[config.mk]
export PLATFORM = sky130hd
export DESIGN_NAME = restriction_fragment_scanner
export DESIGN_NICKNAME = d
export VERILOG_FILES = /design/src/design/rfs_pkg.sv /design/src/design/rfs_scan.sv /design/src/design/rfs_rsp_buf.sv /design/src/design/restriction_fragment_scanner.sv
export SDC_FILE = /design/constraint.sdc
export NUM_CORES = 1
export LEC_CHECK = 0
export BUFFER_PORTS_ARGS = -buffer_cell sky130_fd_sc_hd__buf_4
export CORE_MARGIN = 2
export CORE_UTILIZATION = 57
export CTS_CLUSTER_SIZE = 30
export DETAILED_ROUTE_END_ITERATION = 10
export PLACE_DENSITY = 0.78
export SLEW_MARGIN = 20
export SYNTH_ARGS = -nofsm -noshare
export SYNTH_HDL_FRONTEND = slang
export SYNTH_HIERARCHICAL = 1
export SYNTH_SLANG_ARGS = --single-unit
[constraint.sdc]
create_clock -name clock -period 17.15 [get_ports clock]
set_input_delay 2.5725 -clock clock [delete_from_list [all_inputs] [get_ports clock]]
set_output_delay 2.5725 -clock clock [all_outputs]
set_load 0.02 [all_outputs]
[src/design/rfs_pkg.sv]
// Shared types and constants for the restriction fragment scanner.
// Used by rfs_scan, rfs_rsp_buf and restriction_fragment_scanner; no dependencies.
package rfs_pkg;

   // Default position counter width
   localparam int POS_WIDTH_DEF = 32;

   // Configuration port geometry and register indexes
   localparam int CSR_INDEX_WIDTH = 2;
   localparam int CSR_DATA_WIDTH  = 16;
   localparam logic [CSR_INDEX_WIDTH-1:0] CSR_MIN_FRAG = 2'd0;
   localparam logic [CSR_INDEX_WIDTH-1:0] CSR_MAX_FRAG = 2'd1;
   localparam logic [CSR_INDEX_WIDTH-1:0] CSR_OUT_MODE = 2'd2;

   // Configuration reset values
   localparam logic [15:0] MIN_FRAG_RST = 16'd40;
   localparam logic [15:0] MAX_FRAG_RST = 16'd220;

   // Output modes
   localparam logic MODE_FRAGMENT = 1'b0;
   localparam logic MODE_ALL_CPG  = 1'b1;

   // Record kinds
   localparam logic KIND_FRAGMENT = 1'b0;
   localparam logic KIND_CPG      = 1'b1;

   // Input transaction
   typedef struct packed {
      logic [7:0] residue;
      logic       seq_end;
   } req_type;

   // Result transaction
   typedef struct packed {
      logic        kind;
      logic [31:0] start_pos;
      logic [31:0] stop_pos;
      logic [31:0] cpg_count;
      logic        last;
   } rsp_type;

   // Configuration registers
   typedef struct packed {
      logic [15:0] min_frag;
      logic [15:0] max_frag;
      logic        out_mode;
   } cfg_type;

   // Records produced by one scanned residue (up to two)
   typedef struct packed {
      logic [1:0] count;
      rsp_type    rec0;
      rsp_type    rec1;
   } scan_out_type;

endpackage

[src/design/rfs_scan.sv]
// Per-residue CG / CCGG matcher with position, fragment and CpG state.
// Depends on rfs_pkg; builds the records one residue causes in a single pass.
module rfs_scan #(
   parameter int POS_WIDTH = rfs_pkg::POS_WIDTH_DEF
) (
   input  logic                  clock,
   input  logic                  reset,
   input  logic                  fire,
   input  rfs_pkg::req_type      item,
   input  rfs_pkg::cfg_type      cfg,
   output rfs_pkg::scan_out_type result
);

   typedef enum logic [1:0] {
      ST_IDLE,
      ST_C,
      ST_CC,
      ST_CCG
   } match_type;

   typedef enum logic [2:0] {
      CODE_A,
      CODE_C,
      CODE_G,
      CODE_T,
      CODE_BAD
   } base_type;

   localparam logic [POS_WIDTH-1:0] POS_MAX = {POS_WIDTH{1'b1}};
   localparam logic [POS_WIDTH-1:0] POS_ONE = POS_WIDTH'(1);
   localparam logic [POS_WIDTH-1:0] POS_THREE = POS_WIDTH'(3);

   match_type            match_ff, match_in;
   logic [POS_WIDTH-1:0] position_ff, position_in;
   logic [POS_WIDTH-1:0] frag_start_ff, frag_start_in;
   logic [31:0]          cpg_ff, cpg_in;

   logic [7:0]           upper;
   base_type             code;
   match_type            match_next;
   logic                 cg_hit, site_hit;
   logic [POS_WIDTH-1:0] pos, cut, tail_start;
   logic [31:0]          cnt_a, tail_cnt;
   logic                 site_ok, tail_ok;
   rfs_pkg::rsp_type     cpg_rec, site_rec, tail_rec;

   // Length window check; a zero limit disables it
   function automatic logic len_ok(input logic [POS_WIDTH-1:0] start,
                                   input logic [POS_WIDTH-1:0] stop,
                                   input logic [15:0] lo,
                                   input logic [15:0] hi);
      logic [POS_WIDTH:0] len;
      logic               ok;
      len = (stop >= start) ? ({1'b0, stop} - {1'b0, start} + (POS_WIDTH+1)'(1))
                            : '0;
      if (lo != 16'd0 && hi != 16'd0) begin
         ok = (len >= (POS_WIDTH+1)'(lo)) && (len <= (POS_WIDTH+1)'(hi));
      end else begin
         ok = 1'b1;
      end
      return ok;
   endfunction

   // Classify the character, lower case folded, U read as T
   always_comb begin
      upper = (item.residue >= 8'd97 && item.residue <= 8'd122) ?
              item.residue - 8'd32 : item.residue;
      case (upper)
         8'd65:   code = CODE_A;
         8'd67:   code = CODE_C;
         8'd71:   code = CODE_G;
         8'd84,
         8'd85:   code = CODE_T;
         default: code = CODE_BAD;
      endcase
   end

   // Matcher transition
   always_comb begin
      match_next = ST_IDLE;
      cg_hit     = 1'b0;
      site_hit   = 1'b0;
      unique case (code)
         CODE_C: begin
            match_next = (match_ff == ST_C || match_ff == ST_CC) ? ST_CC : ST_C;
         end
         CODE_G: begin
            unique case (match_ff)
               ST_C:    cg_hit = 1'b1;
               ST_CC: begin
                  cg_hit     = 1'b1;
                  match_next = ST_CCG;
               end
               ST_CCG:  site_hit = 1'b1;
               default: ;
            endcase
         end
         CODE_BAD: match_next = match_ff;
         default:  match_next = ST_IDLE;
      endcase
   end

   // Positions and counts
   always_comb begin
      pos        = (position_ff != POS_MAX) ? position_ff + POS_ONE : POS_MAX;
      cut        = pos - POS_THREE;
      cnt_a      = (cg_hit && cpg_ff != 32'hFFFF_FFFF) ? cpg_ff + 32'd1 : cpg_ff;
      tail_start = site_hit ? cut + POS_ONE : frag_start_ff;
      tail_cnt   = site_hit ? 32'd1 : cnt_a;
      site_ok    = site_hit && len_ok(frag_start_ff, cut, cfg.min_frag, cfg.max_frag);
      tail_ok    = item.seq_end && len_ok(tail_start, pos, cfg.min_frag, cfg.max_frag);
   end

   // Record candidates
   always_comb begin
      cpg_rec.kind      = rfs_pkg::KIND_CPG;
      cpg_rec.start_pos = 32'(pos - POS_ONE);
      cpg_rec.stop_pos  = 32'(pos - POS_ONE);
      cpg_rec.cpg_count = 32'd0;
      cpg_rec.last      = 1'b1;

      site_rec.kind      = rfs_pkg::KIND_FRAGMENT;
      site_rec.start_pos = 32'(frag_start_ff);
      site_rec.stop_pos  = 32'(cut);
      site_rec.cpg_count = cnt_a;
      site_rec.last      = 1'b0;

      tail_rec.kind      = rfs_pkg::KIND_FRAGMENT;
      tail_rec.start_pos = 32'(tail_start);
      tail_rec.stop_pos  = 32'(pos);
      tail_rec.cpg_count = tail_cnt;
      tail_rec.last      = 1'b1;
   end

   // Result selection
   always_comb begin
      result.count = 2'd0;
      result.rec0  = tail_rec;
      result.rec1  = tail_rec;
      if (cfg.out_mode == rfs_pkg::MODE_ALL_CPG) begin
         result.rec0  = cpg_rec;
         result.count = {1'b0, cg_hit};
      end else if (site_ok) begin
         result.rec0 = site_rec;
         if (tail_ok) begin
            result.count = 2'd2;
         end else begin
            result.rec0.last = 1'b1;
            result.count     = 2'd1;
         end
      end else if (tail_ok) begin
         result.count = 2'd1;
      end
   end

   // Next state
   always_comb begin
      match_in      = match_ff;
      position_in   = position_ff;
      frag_start_in = frag_start_ff;
      cpg_in        = cpg_ff;
      if (fire) begin
         if (item.seq_end) begin
            match_in      = ST_IDLE;
            position_in   = '0;
            frag_start_in = POS_ONE;
            cpg_in        = 32'd0;
         end else begin
            match_in      = match_next;
            position_in   = pos;
            frag_start_in = tail_start;
            cpg_in        = tail_cnt;
         end
      end
   end

   always_ff @(posedge clock) begin
      if (reset) begin
         match_ff      <= ST_IDLE;
         position_ff   <= '0;
         frag_start_ff <= POS_ONE;
         cpg_ff        <= 32'd0;
      end else begin
         match_ff      <= match_in;
         position_ff   <= position_in;
         frag_start_ff <= frag_start_in;
         cpg_ff        <= cpg_in;
      end
   end

   // A fragment never starts at position zero
   a_start_nonzero: assert property (@(posedge clock) disable iff (reset)
      frag_start_ff != '0)
      else $error("fragment start reached zero");

endmodule

[src/design/rfs_rsp_buf.sv]
// Two-record result register that drains one record per transaction.
// Depends on rfs_pkg; loaded from rfs_scan, drives the result channel.
module rfs_rsp_buf (
   input  logic                  clock,
   input  logic                  reset,
   input  logic                  load,
   input  rfs_pkg::scan_out_type scan,
   output logic                  space,
   output logic                  rsp_valid,
   input  logic                  rsp_stall,
   output rfs_pkg::rsp_type      rsp_data
);

   logic [1:0]       cnt_ff, cnt_in;
   rfs_pkg::rsp_type rec0_ff, rec0_in;
   rfs_pkg::rsp_type rec1_ff;
   logic             pop;

   assign rsp_valid = cnt_ff != 2'd0;
   assign rsp_data  = rec0_ff;
   assign pop       = rsp_valid && !rsp_stall;
   assign space     = (cnt_ff == 2'd0) || (cnt_ff == 2'd1 && pop);

   // Fill from the scanner or shift the second record forward
   always_comb begin
      cnt_in  = cnt_ff;
      rec0_in = rec0_ff;
      if (load) begin
         cnt_in  = scan.count;
         rec0_in = scan.rec0;
      end else if (pop) begin
         cnt_in  = cnt_ff - 2'd1;
         rec0_in = rec1_ff;
      end
   end

   always_ff @(posedge clock) begin
      if (reset) begin
         cnt_ff <= 2'd0;
      end else begin
         cnt_ff <= cnt_in;
      end
   end

   always_ff @(posedge clock) begin
      rec0_ff <= rec0_in;
      if (load) begin
         rec1_ff <= scan.rec1;
      end
   end

   a_cnt_range: assert property (@(posedge clock) disable iff (reset)
      cnt_ff != 2'd3)
      else $error("result count out of range");

   a_load_space: assert property (@(posedge clock) disable iff (reset)
      load |-> (cnt_ff == 2'd0 || (cnt_ff == 2'd1 && pop)))
      else $error("load while result register occupied");

   a_pair_drain: assert property (@(posedge clock) disable iff (reset)
      (pop && cnt_ff == 2'd2) |=> rsp_valid)
      else $error("second record lost");

endmodule

[src/design/restriction_fragment_scanner.sv]
// MspI fragment scanner: one residue per transaction, up to two results each.
// Path: input register, scan logic, then the result register to the output.
// Throughput: 1 residue per cycle unless stalled; a residue with two results
// holds the result register, and stalls input, until both have drained.
// Reset (synchronous): scan state and config return to defaults, buffers empty.
module restriction_fragment_scanner #(
   parameter int POS_WIDTH = rfs_pkg::POS_WIDTH_DEF
) (
   input  logic                                 clock,
   input  logic                                 reset,
   input  logic                                 req_valid,
   output logic                                 req_stall,
   input  rfs_pkg::req_type                     req_data,
   output logic                                 rsp_valid,
   input  logic                                 rsp_stall,
   output rfs_pkg::rsp_type                     rsp_data,
   input  logic                                 csr_write,
   input  logic [rfs_pkg::CSR_INDEX_WIDTH-1:0]  csr_index,
   input  logic [rfs_pkg::CSR_DATA_WIDTH-1:0]   csr_data
);

   logic                  in_valid_ff, in_valid_in;
   rfs_pkg::req_type      in_data_ff;
   rfs_pkg::cfg_type      cfg_ff;
   rfs_pkg::scan_out_type scan;
   logic                  space, scan_fire, buf_load, req_take;

   // Scan the held residue when its records fit
   assign scan_fire = in_valid_ff && (scan.count == 2'd0 || space);
   assign buf_load  = scan_fire && scan.count != 2'd0;
   assign req_stall = in_valid_ff && !scan_fire;
   assign req_take  = req_valid && !req_stall;

   // Input register
   always_comb begin
      in_valid_in = in_valid_ff;
      if (req_take) begin
         in_valid_in = 1'b1;
      end else if (scan_fire) begin
         in_valid_in = 1'b0;
      end
   end

   always_ff @(posedge clock) begin
      if (reset) begin
         in_valid_ff <= 1'b0;
      end else begin
         in_valid_ff <= in_valid_in;
      end
   end

   always_ff @(posedge clock) begin
      if (req_take) begin
         in_data_ff <= req_data;
      end
   end

   // Configuration registers
   always_ff @(posedge clock) begin
      if (reset) begin
         cfg_ff.min_frag <= rfs_pkg::MIN_FRAG_RST;
         cfg_ff.max_frag <= rfs_pkg::MAX_FRAG_RST;
         cfg_ff.out_mode <= rfs_pkg::MODE_FRAGMENT;
      end else if (csr_write) begin
         unique case (csr_index)
            rfs_pkg::CSR_MIN_FRAG: cfg_ff.min_frag <= csr_data;
            rfs_pkg::CSR_MAX_FRAG: cfg_ff.max_frag <= csr_data;
            rfs_pkg::CSR_OUT_MODE: cfg_ff.out_mode <= csr_data[0];
            default: ;
         endcase
      end
   end

   rfs_scan #(
      .POS_WIDTH (POS_WIDTH)
   ) u_scan (
      .clock  (clock),
      .reset  (reset),
      .fire   (scan_fire),
      .item   (in_data_ff),
      .cfg    (cfg_ff),
      .result (scan)
   );

   rfs_rsp_buf u_rsp_buf (
      .clock     (clock),
      .reset     (reset),
      .load      (buf_load),
      .scan      (scan),
      .space     (space),
      .rsp_valid (rsp_valid),
      .rsp_stall (rsp_stall),
      .rsp_data  (rsp_data)
   );

endmodule
==> results_dict.tcl, run 1 <==
set metrics [dict create \
    ant_nets 0 \
    max_freq_mhz 63.4 \
    cp.arrival_ns 13.21 \
    timing.final.crit_period_ns 15.78 \
    total_power_mw 2.07 \
    slew_violations 0 \
    p_comb_share_pct 17.4 \
    htree_levels 2 \
    seq_area_frac_synth_pct 34.2 \
    crit_end "req_stall" \
    drtPass1Iterations 8 \
    synth_ff_type "edfxtp_1" \
    worstReg2RegEnd "u_rsp_buf/rsp_data[85]" \
    ys_top_cells_by_area "edfxtp_1 24%, dfxtp_1 10%, ha_1 9.7%" \
    critPathRequiredTime_ns 14.58 \
    antennaDiodeCount 0 \
    totalWireLength_microns 77100 \
    rows 78 \
    antenna_found_initial 1 \
    status "complete, no violations" \
    cts.path.max_buffers 3 \
    pwr-share-seq_pct 42.7 \
    synth_edf_count 205 \
    design_area_sq_um 28400 \
    ctsResizeCount 0 \
    end_kind "primary output" \
    num-nets-final 3196 \
    hp-class "reg2reg" \
    cts_buffers 39 \
    setup-tns-final_ns 0 \
    die_h_microns 217 \
    p_int_mw 1.48 \
    timing.rr.start "u_scan/position_ff[0]" \
    first_iter_violations 3027 \
    criticalPathCategory "reg2out" \
    syn_nets 3143 \
    gp_congestion 0.970 \
    yosys_warnings 6 \
    period_share_pct 92.0 \
    clkTransAtPathRegs_ns 0.06 \
    cp_slowest_stage_delay_ns 0.75 \
    synthArstFlopShare_pct 0 \
    grt_start_max_net_pins 142 \
    netlist_area_sq_um 25800 \
    io_pins 132 \
    grt_pass1_wl_microns 118000 \
    cts.sinks 339 \
    cp_slowest_cell "o21ba_1" \
    rsz0062_at_grt "no" \
    worstRegToRegCells 46 \
    p_leak_nw 11.4 \
    crit_top_cell "ha_1" \
    track_usage_pct 31.9 \
    reg2reg_slack_ns 2.92 \
    dp_hpwl_microns 56700 \
    synth_cell_types 110 \
    drive_gt1_share_pct 13.2 \
    p_sw_share_pct 28.4 \
    area_growth_pct 9.95 \
    cts_tree "yes" \
    power.switching_mw 0.587 \
    vias 22600 \
    insertion_delay_ns 0.59 \
    cts_setup_buffers 0 \
    power.density_nw_per_um2 72.8 \
    ir_worst_vdd_v 0.0000726 \
    synth.largest_area_cell "edfxtp_1" \
    relSlewSlack_pct 25.0 \
    dieWidth_microns 217 \
    cts_root_buf "clkbuf_16" \
    setup_violations 0 \
    hold_viol 0 \
    maxCapViolCount 0 \
    numPortBuffers 131 \
    worst-path-max-fanout 22 \
    pwr-share-clk_pct 39.9 \
    dpl_cell_area_sq_um 27100 \
    drt-vias-per-instance 6.33 \
    overflow 0 \
    synth_top_area_share_pct 23.8 \
    core_area_sq_um 45100 \
    initial_core_util_pct 57.3 \
    synth-seq-cells 339 \
    postCtsHoldBufs 0 \
    drc 0 \
    dieArea_sq_um 47000 \
    wl_per_cell_microns 21.6 \
    syn_area_per_cell_sq_um 8.97 \
    worstMarginPinSlew_ns 1.12 \
    grt_pass1_vias 21300 \
    netlist_instances 2880 \
    startpoint_type "flop" \
    finalClockSkew_ns 0.0323 \
    critPathLaunch "u_scan/position_ff[0]" \
]
critical path: cells and delay by family, from the launching register on:
family | cells | cell delay, ns
compound gates | 18 | 4.48
simple gates | 15 | 4.38
fa+ha+maj | 6 | 1.98
xor+xnor | 2 | 0.65
flops | 1 | 0.47
buf+inv | 2 | 0.30
mux | 1 | 0.29
flip-flops by register name (all words and copies together) (netlist names):
name,flops
u_rsp_buf/cnt_ff,2
u_scan/match_ff,2
in_valid_ff,1
u_scan/frag_start_ff,32
cfg_ff,33
in_data_ff,9
u_rsp_buf/rec1_ff,98
u_rsp_buf/rsp_data,98
u_scan/cpg_ff,32
u_scan/position_ff,32
per-layer routing:
metal | global-route usage, % | vias up | wire [microns]
met5 | 0 | - | 0
met4 | 11.0 | 0 | 2640
met3 | 4.43 | 164 | 6240
met2 | 51.1 | 1159 | 34900
met1 | 44.4 | 10800 | 33400
li1 | - | 10500 | -
layout by cell type (no fill, tap or decap), types with 8 or more instances in the layout:
cell type,netlist,final
nor4_1,32,31
or2_2,15,15
and3_1,39,38
nand3_1,79,78
and2_1,27,27
a21o_1,39,39
and4_1,11,11
o21bai_1,15,14
o21a_1,24,24
clkbuf_16,0,40
a211oi_1,13,13
nor3_1,79,79
a31oi_1,21,20
o31ai_1,26,26
edfxtp_1,205,205
fa_1,30,30
o2111ai_1,13,13
or3_1,15,15
o21ai_0,120,120
mux2_2,103,103
nand4_1,53,53
xor2_1,58,58
ha_1,201,201
o21ai_1,9,8
nand2b_1,23,23
nor2b_1,26,26
or4_1,12,12
buf_4,19,152
a22oi_1,78,78
nand2_1,242,242
xnor2_1,131,131
a21oi_1,120,120
inv_1,183,182
a221oi_1,12,12
mux2i_1,40,40
nor2_1,347,345
dfxtp_1,134,133
per-stage QoR:
stage	utilization [%]	hold WS [ns]	std cells	setup WS, ns
finish	63.0	0.483	3563	1.37
global route	63.0	0.494	3563	0.591
CTS	63.0	0.479	3563	1.63
detailed placement	60.2	0.470	3492	2.50
global placement	60.2	0.462	3492	2.88
floorplan	-	0.449	2880	1.58
how the worst min path moves through the flow:
stage                    start          to  slack, ns  depth (start not counted)
floorplan           cfg_ff[23]  cfg_ff[23]       0.45                          2
global route        cfg_ff[21]  cfg_ff[21]       0.49                          2
CTS                  cfg_ff[6]   cfg_ff[6]       0.48                          2
global placement    cfg_ff[16]  cfg_ff[16]       0.46                          2
finish              cfg_ff[18]  cfg_ff[18]       0.48                          2
detailed placement   cfg_ff[6]   cfg_ff[6]       0.47                          2
power by group through the flow:
stage,clock network (mW),logic [mW],registers (mW)
after floorplan,0,0.233,0.914
after global placement,0,0.344,0.900
after detailed placement,0,0.350,0.900
after CTS,0.838,0.353,0.883
after global routing,0.863,0.391,0.884
final,0.824,0.360,0.883
synthesized netlist by cell type, drive strengths merged, types with 12 or more instances:
cell type / count
fa: 30
mux2i: 41
nand2b: 23
nand4: 58
a31oi: 23
a22oi: 79
dfxtp: 134
mux2: 103
o2111ai: 13
nand2: 244
xnor2: 133
edfxtp: 205
clkbuf: 87
a21o: 39
nand3: 80
or3: 15
inv: 186
a211oi: 15
and2: 31
buf: 54
nor2b: 26
o21ai: 130
or4: 14
xor2: 58
a221oi: 12
a21oi: 121
or2: 15
o21a: 24
ha: 201
o21bai: 15
o31ai: 26
nor4: 38
nor2: 347
nor3: 86
and3: 39
kinds of logic (layout without fill, tap and decap cells):
group,count (synthesis),count (layout),share of synthesized area [%]
xor+xnor,191,191,6.58
compound gates,589,589,15.5
other cells,2,2,0.0291
mux,144,144,6.09
flops,339,339,34.2
buf+inv,329,412,5.35
simple gates,1052,1052,20.1
fa+ha+maj,234,234,12.2
cell type report:
cell class              count  area (sq um)
clock inverters            19           171
repair buffers            153          1160
clock buffers              52          1100
well taps                 600           751
multi-input cells        2212         15700
flip-flops and latches    339          8840
fillers                  3822         16700
inverters                 188           706
No activity file was read; power rests on OpenSTA's default activity.
==> inputs of run 2 (changes only) <==
- BUFFER_PORTS_ARGS: -buffer_cell sky130_fd_sc_hd__buf_4 -> unset
- CORE_UTILIZATION: 57 -> 59
- DONT_BUFFER_PORTS: unset -> 1
==> results_dict.tcl, run 2 (same netlist as run 1, synthesis figures left out) <==
set metrics [dict create \
    antennaDiodeCount 0 \
    p_int_mw 1.46 \
    nFillCells 3665 \
    pwr-share-seq_pct 44.4 \
    initial_core_util_pct 59.8 \
    worstRegToRegCells 46 \
    rows 76 \
    instances_no_fill 3415 \
    antenna_found_initial 2 \
    cp_num_buf_inv 1 \
    power.switching_mw 0.559 \
    dieWidth_microns 213 \
    slew_violations 0 \
    worstMarginPinSlew_ns 1.22 \
    max_freq_mhz 67.0 \
    p_leak_nw 10.8 \
    finalClockSkew_ns 0.0256 \
    totalWireLength_microns 76500 \
    overflow 0 \
    p_sw_share_pct 27.7 \
    ir_worst_vdd_v 0.0000731 \
    place_inst 3346 \
    seqCellArea_sq_um 8840 \
    dieArea_sq_um 45500 \
    clkTransAtPathRegs_ns 0.06 \
    criticalPathCategory "reg2out" \
    crit_cells 43 \
    end_kind "primary output" \
    crit_top_cell "ha_1" \
    cts.path.max_buffers 3 \
    period_share_pct 87.1 \
    drive_gt1_share_pct 9.08 \
    numPortBuffers 0 \
    track_usage_pct 33.2 \
    die_h_microns 213 \
    startpoint_type "flop" \
    ant_nets 0 \
    maxCapViolCount 0 \
    setup_violations 0 \
    pwr-share-clk_pct 40.0 \
    final_common_cell "nor2_1" \
    core_area_sq_um 43200 \
    insertion_delay_ns 0.57 \
    gp_congestion 0.960 \
    multi_input_area_sq_um 15700 \
    vias 22000 \
    htree_levels 2 \
    cp.arrival_ns 12.36 \
    drc 0 \
    p_comb_share_pct 15.7 \
    status "complete, no violations" \
    holdPathStages 2 \
    cts_setup_buffers 0 \
    drtPass1Iterations 5 \
    grt_pass1_vias 20600 \
    critPathRequiredTime_ns 14.58 \
    wl_per_cell_microns 22.4 \
    cts.sinks 339 \
    io_pins 132 \
    dp_hpwl_microns 56800 \
    worst-path-max-fanout 22 \
    rsz0062_at_grt "no" \
    timing.final.crit_period_ns 14.93 \
    hp-class "reg2reg" \
    cts_tree "yes" \
    ctsResizeCount 0 \
    grt_pass1_wl_microns 117000 \
    cp_slowest_stage_delay_ns 0.68 \
    cpLargestDelayFamily "simple AND/OR/NAND/NOR gates" \
    cts_buffers 38 \
    postCtsHoldBufs 0 \
    first_iter_violations 2813 \
    area_growth_pct 5.86 \
    cts_root_buf "clkbuf_16" \
    mostFrequentLayoutCells "345 x nor2_1, 242 x nand2_1, 205 x edfxtp_1" \
    cp_slowest_cell "or4_4" \
    num-nets-final 3064 \
    grt_start_max_net_pins 141 \
    hold_viol 0 \
    setup-tns-final_ns 0 \
    power.density_nw_per_um2 73.9 \
    relSlewSlack_pct 18.8 \
    drt-vias-per-instance 6.43 \
    final_core_util_pct 63.4 \
]
run 2: routing by layer:
layer / part of all wire, % / GRT usage [%] / up-vias
li1: - / - / 10200
met1: 44 / 47.1 / 10600
met2: 45 / 52.4 / 1048
met3: 8.3 / 4.49 / 127
met4: 2.8 / 10.6 / 0
met5: 0 / 0 / -
run 2: worst register-to-register path: cells and delay by family (launching register included):
family | cells | cell delay (ns)
DFF | 1 | 0.47
buffers and inverters | 3 | 1.44
xor gates and xnor gates | 2 | 0.64
and+or+nand+nor | 16 | 4.51
muxes | 1 | 0.51
adders and majority gates | 6 | 1.87
AOI/OAI and AO/OA | 18 | 3.81
run 2: per-stage QoR:
step,instance area [sq um],hold WS (ns),setup slack (ns),power [mW]
after global routing,27400,0.492,1.36,2.10
after CTS,27400,0.474,2.25,2.03
after global placement,26100,0.456,3.19,1.22
after floorplan,25800,0.449,1.58,1.15
final,27400,0.476,2.22,2.02
after detailed placement,26100,0.461,2.86,1.22
run 2: final cells by class:
class                   count  share of cell area, %
multi-input cells        2212                   57.3
repair buffers             22                  0.604
flip-flops and latches    339                   32.3
clock inverters            21                  0.636
well taps                 585                   2.68
clock buffers              48                   3.84
inverters                 188                   2.58
run 2: path summary, 6_finish.rpt:
kind                         start                endpoint  slack [ns]
max          u_scan/position_ff[0]               req_stall        2.22
max reg2reg  u_scan/position_ff[0]  u_rsp_buf/rsp_data[81]        3.62
min                     cfg_ff[21]              cfg_ff[21]        0.48
min reg2reg             cfg_ff[21]              cfg_ff[21]        0.48
run 2: power by group through the flow:
stage,clock network [mW],registers (mW),logic [mW]
6_report,0.808,0.897,0.316
5_1_grt,0.853,0.899,0.345
4_1_cts,0.821,0.898,0.311
3_5_place_dp,0,0.915,0.309
3_3_place_gp,0,0.914,0.305
2_1_floorplan,0,0.914,0.233
